## config.mk

```make
export PLATFORM = sky130hd
export DESIGN_NAME = qpc_scale
export DESIGN_NICKNAME = d
export VERILOG_FILES = /design/src/qpc_pkg.sv /design/src/qpc_scale.sv
export SDC_FILE = /design/constraint.sdc
export NUM_CORES = 1
export LEC_CHECK = 0
export ABC_AREA = 1
export BUFFER_PORTS_ARGS = -buffer_cell sky130_fd_sc_hd__clkbuf_2
export CORE_MARGIN = 3
export CORE_UTILIZATION = 55
export CTS_BUF_LIST = sky130_fd_sc_hd__clkbuf_4 sky130_fd_sc_hd__clkbuf_8 sky130_fd_sc_hd__clkbuf_16
export CTS_CLUSTER_DIAMETER = 60
export CTS_CLUSTER_SIZE = 8
export DETAILED_ROUTE_END_ITERATION = 8
export PLACE_DENSITY_LB_ADDON = 0.12
export SLEW_MARGIN = 20
export SYNTH_ARGS = -nofsm -noshare
export SYNTH_HDL_FRONTEND = slang
export SYNTH_SLANG_ARGS = --single-unit
```

## constraint.sdc

```tcl
create_clock -name clock -period 7 [get_ports clock]
set_clock_uncertainty 0.1 [all_clocks]
set_input_delay 1.05 -clock clock [delete_from_list [all_inputs] [get_ports clock]]
set_output_delay 1.05 -clock clock [all_outputs]
set_load 0.005 [all_outputs]
```

## src/qpc_pkg.sv

```systemverilog
// ----------------------------------------------------------------------------
// qpc_pkg: shared types and constants
// Widths of the quaternion/vector datapath and the sideband carried along it.
// ----------------------------------------------------------------------------
package qpc_pkg;

   localparam int IN_W  = 32;   // quaternion and vector input width
   localparam int P_W   = 31;   // block-scaled quaternion part, signed, |p| < 2^30
   localparam int PR_W  = 2 * P_W;
   localparam int N_W   = 64;   // numerator and accumulator width
   localparam int FRAC  = 29;   // fraction bits of the matrix entries
   localparam int D_W   = 33;   // divisor width, s >> FRAC
   localparam int QB    = 31;   // quotient magnitude bits
   localparam int R_W   = 32;   // signed matrix entry width
   localparam int SH_W  = 5;    // left shift amount width
   localparam int OUT_W = 32;

   // Fields that ride alongside the arithmetic from entry to exit.
   typedef struct packed {
      logic                    opcode;
      logic                    bad;
      logic signed [IN_W-1:0]  vec_x;
      logic signed [IN_W-1:0]  vec_y;
      logic signed [IN_W-1:0]  vec_z;
   } side_type;

endpackage

```

## src/qpc_scale.sv

```systemverilog
// ----------------------------------------------------------------------------
// qpc_scale: quaternion block scaling
// Two stages that shift all four parts by a common amount so the largest
// magnitude lands in [2^29, 2^30).
// ----------------------------------------------------------------------------
module qpc_scale (
   input  logic                               clock,
   input  logic                               reset,
   input  logic                               valid_in,
   input  qpc_pkg::side_type                  side_in,
   input  logic [qpc_pkg::IN_W-1:0]           q_in [4],
   output logic                               valid_out,
   output qpc_pkg::side_type                  side_out,
   output logic signed [qpc_pkg::P_W-1:0]     p_out [4]
);
   import qpc_pkg::*;

   logic [IN_W-1:0] mag_in [4];
   logic [3:0]      neg_in;
   logic [IN_W-1:0] orv;
   logic [SH_W-1:0] msb;
   logic [SH_W-1:0] ls_in;
   logic [1:0]      rs_in;
   side_type        sa_side_in;

   logic            sa_vld_ff;
   side_type        sa_side_ff;
   logic [IN_W-1:0] mag_ff [4];
   logic [3:0]      neg_ff;
   logic [SH_W-1:0] ls_ff;
   logic [1:0]      rs_ff;

   logic signed [P_W-1:0] p_in [4];
   logic                  vld_ff;
   side_type              side_ff;
   logic signed [P_W-1:0] p_ff [4];

   // The common shift follows from the OR of the magnitudes: its top set bit
   // is the top set bit of the largest part.
   always_comb begin
      orv = '0;
      for (int i = 0; i < 4; i++) begin
         neg_in[i] = q_in[i][IN_W-1];
         mag_in[i] = neg_in[i] ? IN_W'(-q_in[i]) : q_in[i];
         orv       = orv | mag_in[i];
      end
      msb = '0;
      for (int b = 0; b <= FRAC; b++) begin
         if (orv[b]) begin
            msb = SH_W'(b);
         end
      end
      if (orv[IN_W-1]) begin
         rs_in = 2'd2;
         ls_in = '0;
      end else if (orv[IN_W-2]) begin
         rs_in = 2'd1;
         ls_in = '0;
      end else begin
         rs_in = 2'd0;
         ls_in = SH_W'(FRAC) - msb;
      end
      sa_side_in     = side_in;
      sa_side_in.bad = (orv == '0);
   end

   always_ff @(posedge clock) begin
      if (reset) begin
         sa_vld_ff <= 1'b0;
      end else begin
         sa_vld_ff <= valid_in;
      end
      sa_side_ff <= sa_side_in;
      mag_ff     <= mag_in;
      neg_ff     <= neg_in;
      ls_ff      <= ls_in;
      rs_ff      <= rs_in;
   end

   always_comb begin
      logic [2*IN_W-1:0] wide;
      for (int i = 0; i < 4; i++) begin
         wide    = ((2*IN_W)'(mag_ff[i]) << ls_ff) >> rs_ff;
         p_in[i] = neg_ff[i] ? -$signed({1'b0, wide[P_W-2:0]})
                             :  $signed({1'b0, wide[P_W-2:0]});
      end
   end

   always_ff @(posedge clock) begin
      if (reset) begin
         vld_ff <= 1'b0;
      end else begin
         vld_ff <= sa_vld_ff;
      end
      side_ff <= sa_side_ff;
      p_ff    <= p_in;
   end

   assign valid_out = vld_ff;
   assign side_out  = side_ff;
   assign p_out     = p_ff;

endmodule

```

==> metrics.md <==
| Metric | Value |
|---|---|
| Status | finished clean |
| Net Switching | just over 0.002 W |
| Kind of capture point of the worst setup path | flip-flop |
| Post-route setup TNS | 0 ns |
| Synth warn | 0 |
| Cell count after synthesis | around 3600 |
| Gr busiest metal | met2 |
| Flip-flop and latch count after synthesis | between 400 and 500 |
| Share of the synthesized area in the top cell type | 0.373 |
| Starting density of the core | 0.559 |
| Seq pwr share | 0.414 |
| H-tree levels | 3 |
| Critical path type | reg2reg |
| Asr flop ratio synth | 0 |
| Full die area | roughly 0.048 mm^2 |
| Post-DRT Antenna Nets | 0 |
| GR Util met2 | 0.471 |
| Cts bufs inserted | slightly below 70 |
| Fin. max-slew vios | 0 |
| Clock slew at reported path FFs | around 0.05 ns |
| Layout cells sized above 1 | 0.154 |
| Core Util, Final | 0.650 |
| Final worst path period share | 0.698 |
| Overflow after GRT | 0 |
| Cell Area, Synth | between 0.02 and 0.025 mm^2 |
| # rows | 77 |
| Most frequent cells in the layout | 1063 x nand2_1, 454 x dfxtp_1, 450 x clkbuf_2 |
| Commonest non-fill, non-tap cell in the layout | nand2_1 |
| Total global-route track usage | 0.298 |
| Largest stage delay, worst path | between 0.7 and 0.8 ns |
| Vias in the first global route | between 20000 and 25000 |
| Syn nets | just under 4000 |
| Syn avg cell area | 6.79 um^2 |
| Number of max-cap violations | 0 |
| Antenna cells | 0 |
| CP top delay family | compound AO/OA/AOI/OAI gates |
| Post_cts resized | 0 |
| CTS Hold Bufs | 0 |
| Via density | between 5 and 6 |
| Part of the power in the clock network | 0.394 |
| Buf/Inv on CP | 2 |
| Setup-failing EPs final | 0 |
| GRT met1 Usage | 0.406 |
| Peak supply drop | ~0.00022 V |
| Slew headroom | 0.338 |
| Final number of hold-violating endpoints | 0 |
| Tmin final | slightly below 5 ns |
| Fmax achieved | roughly 200 MHz |
| Most common cell on crit path | o21ai_0 |
| Post-synth EDFFs | 0 |
| First-pass GRT wire length | 114000 um |
| Final #Nets | 4233 |
| GRT met3 Usage | 0.0530 |
| Slowest-stage cell, CP | clkinv_2 |
| Drt first pass iters | 6 |
| Clock Path Buffers | 3 |
| I/O Buffers | 450 |
| Die Width | between 200 and 250 um |
| Switch share | 0.282 |
| Critical-path cell list | clkinv_2 > o21ai_0 > nand2_1 > nand3_1 > o21ai_0 > o21ai_0 > nor2_1 > a31oi_1 > nand2_1 > o21ai_0 > inv_1 > o21ai_0 > nand3_1 > nor3_1 > nand3_1 > nand2_1 > xor2_1 |
| Antenna violations before repair | 0 |
| Worst Hold Class | reg2reg |
| Yosys cell types | 54 |
| Post-synthesis sequential area ratio | 0.373 |
| Worst skew pair latency | 0.59 ns |
| Most used DFF post-synth | dfxtp_1 |
| Tightest Pin Transition | ~0.99 ns |
| # IOs | 452 |
| Combinational cell fraction of total power | 0.192 |
| Postcts setup bufs | 0 |
| Worst Path Required | ~7.4 ns |
| Clk sinks | roughly 460 |
| Yosys top cell by area | dfxtp_1 |
| CP Launch Type | flip-flop |
| Static leakage | 14.3 nW |
| Unrepaired setup endpoints after global routing | no |
| Die H | around 220 um |
| Pint | about 0.0052 W |
| Final wirelength | around 73000 um |
| Power per cell area | roughly 250 mW/mm^2 |
| Pin count of the biggest net entering global routing | 99 |
| Synth area leaders | dfxtp_1 37%, nand2_1 16%, o21ai_0 7.1% |
| CP arrival | 5.29 ns |
| DRC | 0 |
| TritonCTS clock tree | yes |
| DPL Wire Length | 57800 um |
| RePlAce Congestion | just over 1 |
| Vias | ~24000 |
| Crit path max fanout | 72 |
| Drt initial violations | 2428 |
| Clock root cell | clkbuf_16 |
| Core area | between 0.04 and 0.05 mm^2 |
| Routed len/inst | ~16 um |
| Area growth from synthesis to layout | 16.4% |
==> state kept, by name, indices dropped and copies added, names as in the netlist <==
name,count
ls_ff,5
mag_ff,128
valid_out,1
p_out,124
rs_ff,2
sa_vld_ff,1
sa_side_ff,98
side_out,98
neg_ff,4
==> metal layers <==
metal / part of all wire / up-vias / wire [um]
li1: - / 12400 / -
met1: 0.45 / 10800 / 32700
met2: 0.44 / 948 / 32400
met3: 0.077 / 125 / 5670
met4: 0.034 / 0 / 2480
met5: 0 / - / 0
==> per-stage QoR <==
stage          instance area (um^2)  total power (W)  instances  hold WS [ns]  setup WS [ns]
4_1_cts                       28800          0.00736       4599         0.214           2.40
2_1_floorplan                 24800          0.00388       3647         0.210           3.29
5_1_grt                       28800          0.00766       4599         0.222           1.58
3_3_place_gp                  26900          0.00443       4516         0.210           2.38
6_report                      28800          0.00731       4599         0.214           2.11
3_5_place_dp                  26900          0.00445       4516         0.212           2.36
==> logic make-up after synthesis <==
logic type / Yosys count / synth area share
AND/OR/NAND/NOR: 1652 / 0.272
AO/OA/AOI/OAI: 725 / 0.161
buffers and inverters: 533 / 0.0920
flip-flops: 461 / 0.373
XOR/XNOR: 201 / 0.0711
multiplexers: 66 / 0.0267
adder cells (fa/ha/maj): 9 / 0.00455
==> power groups by stage <==
stage | clock network (W) | logic, W | registers [W]
after floorplan | 0 | 0.000826 | 0.00305
after global placement | 0 | 0.00137 | 0.00306
after detailed placement | 0 | 0.00138 | 0.00307
after CTS | 0.00294 | 0.00139 | 0.00302
after global routing | 0.00305 | 0.00157 | 0.00304
final | 0.00288 | 0.00140 | 0.00302
==> cells in the mapped netlist, types with 5 or more instances <==
master	number
dfxtp_1	461
nor3_2	8
o21ai_0	350
xnor2_1	81
buf_2	72
inv_1	325
o221ai_1	5
inv_2	8
or2_0	6
a22o_1	6
nand3_1	158
nor4_1	9
mux2i_1	66
a31oi_1	40
o21a_1	22
xor2_1	120
nor2_1	306
nand4_1	28
nand2_1	1063
or2_1	5
or2_2	11
o31ai_1	7
o211ai_1	30
buf_4	12
clkbuf_1	56
buf_6	19
o21ai_1	185
nor2_2	5
a21oi_1	47
o22ai_1	5
ha_1	9
nor3_1	34
o21ai_2	11
buf_1	37
==> final timing paths <==
path / from / to / slack [ns] / depth (start not counted)
worst max-delay path: ls_ff[0] / p_out[28] / 2.11 / 17
worst max register to register: ls_ff[0] / p_out[28] / 2.11 / 17
worst min-delay path: sa_side_ff[95] / side_out[95] / 0.21 / 0
worst min register to register: sa_side_ff[95] / side_out[95] / 0.21 / 0
==> layout make-up <==
type                            instances  area, um^2
Fill cell                            4220       15500
Multi-Input combinational cell       2653       13200
Sequential cell                       461        9250
Timing Repair Buffer                  473        2420
Clock buffer                           74        1780
Inverter                              337        1270
Tap cell                              592         741
Clock inverter                          9         103
(Power assumes the default switching activity.)
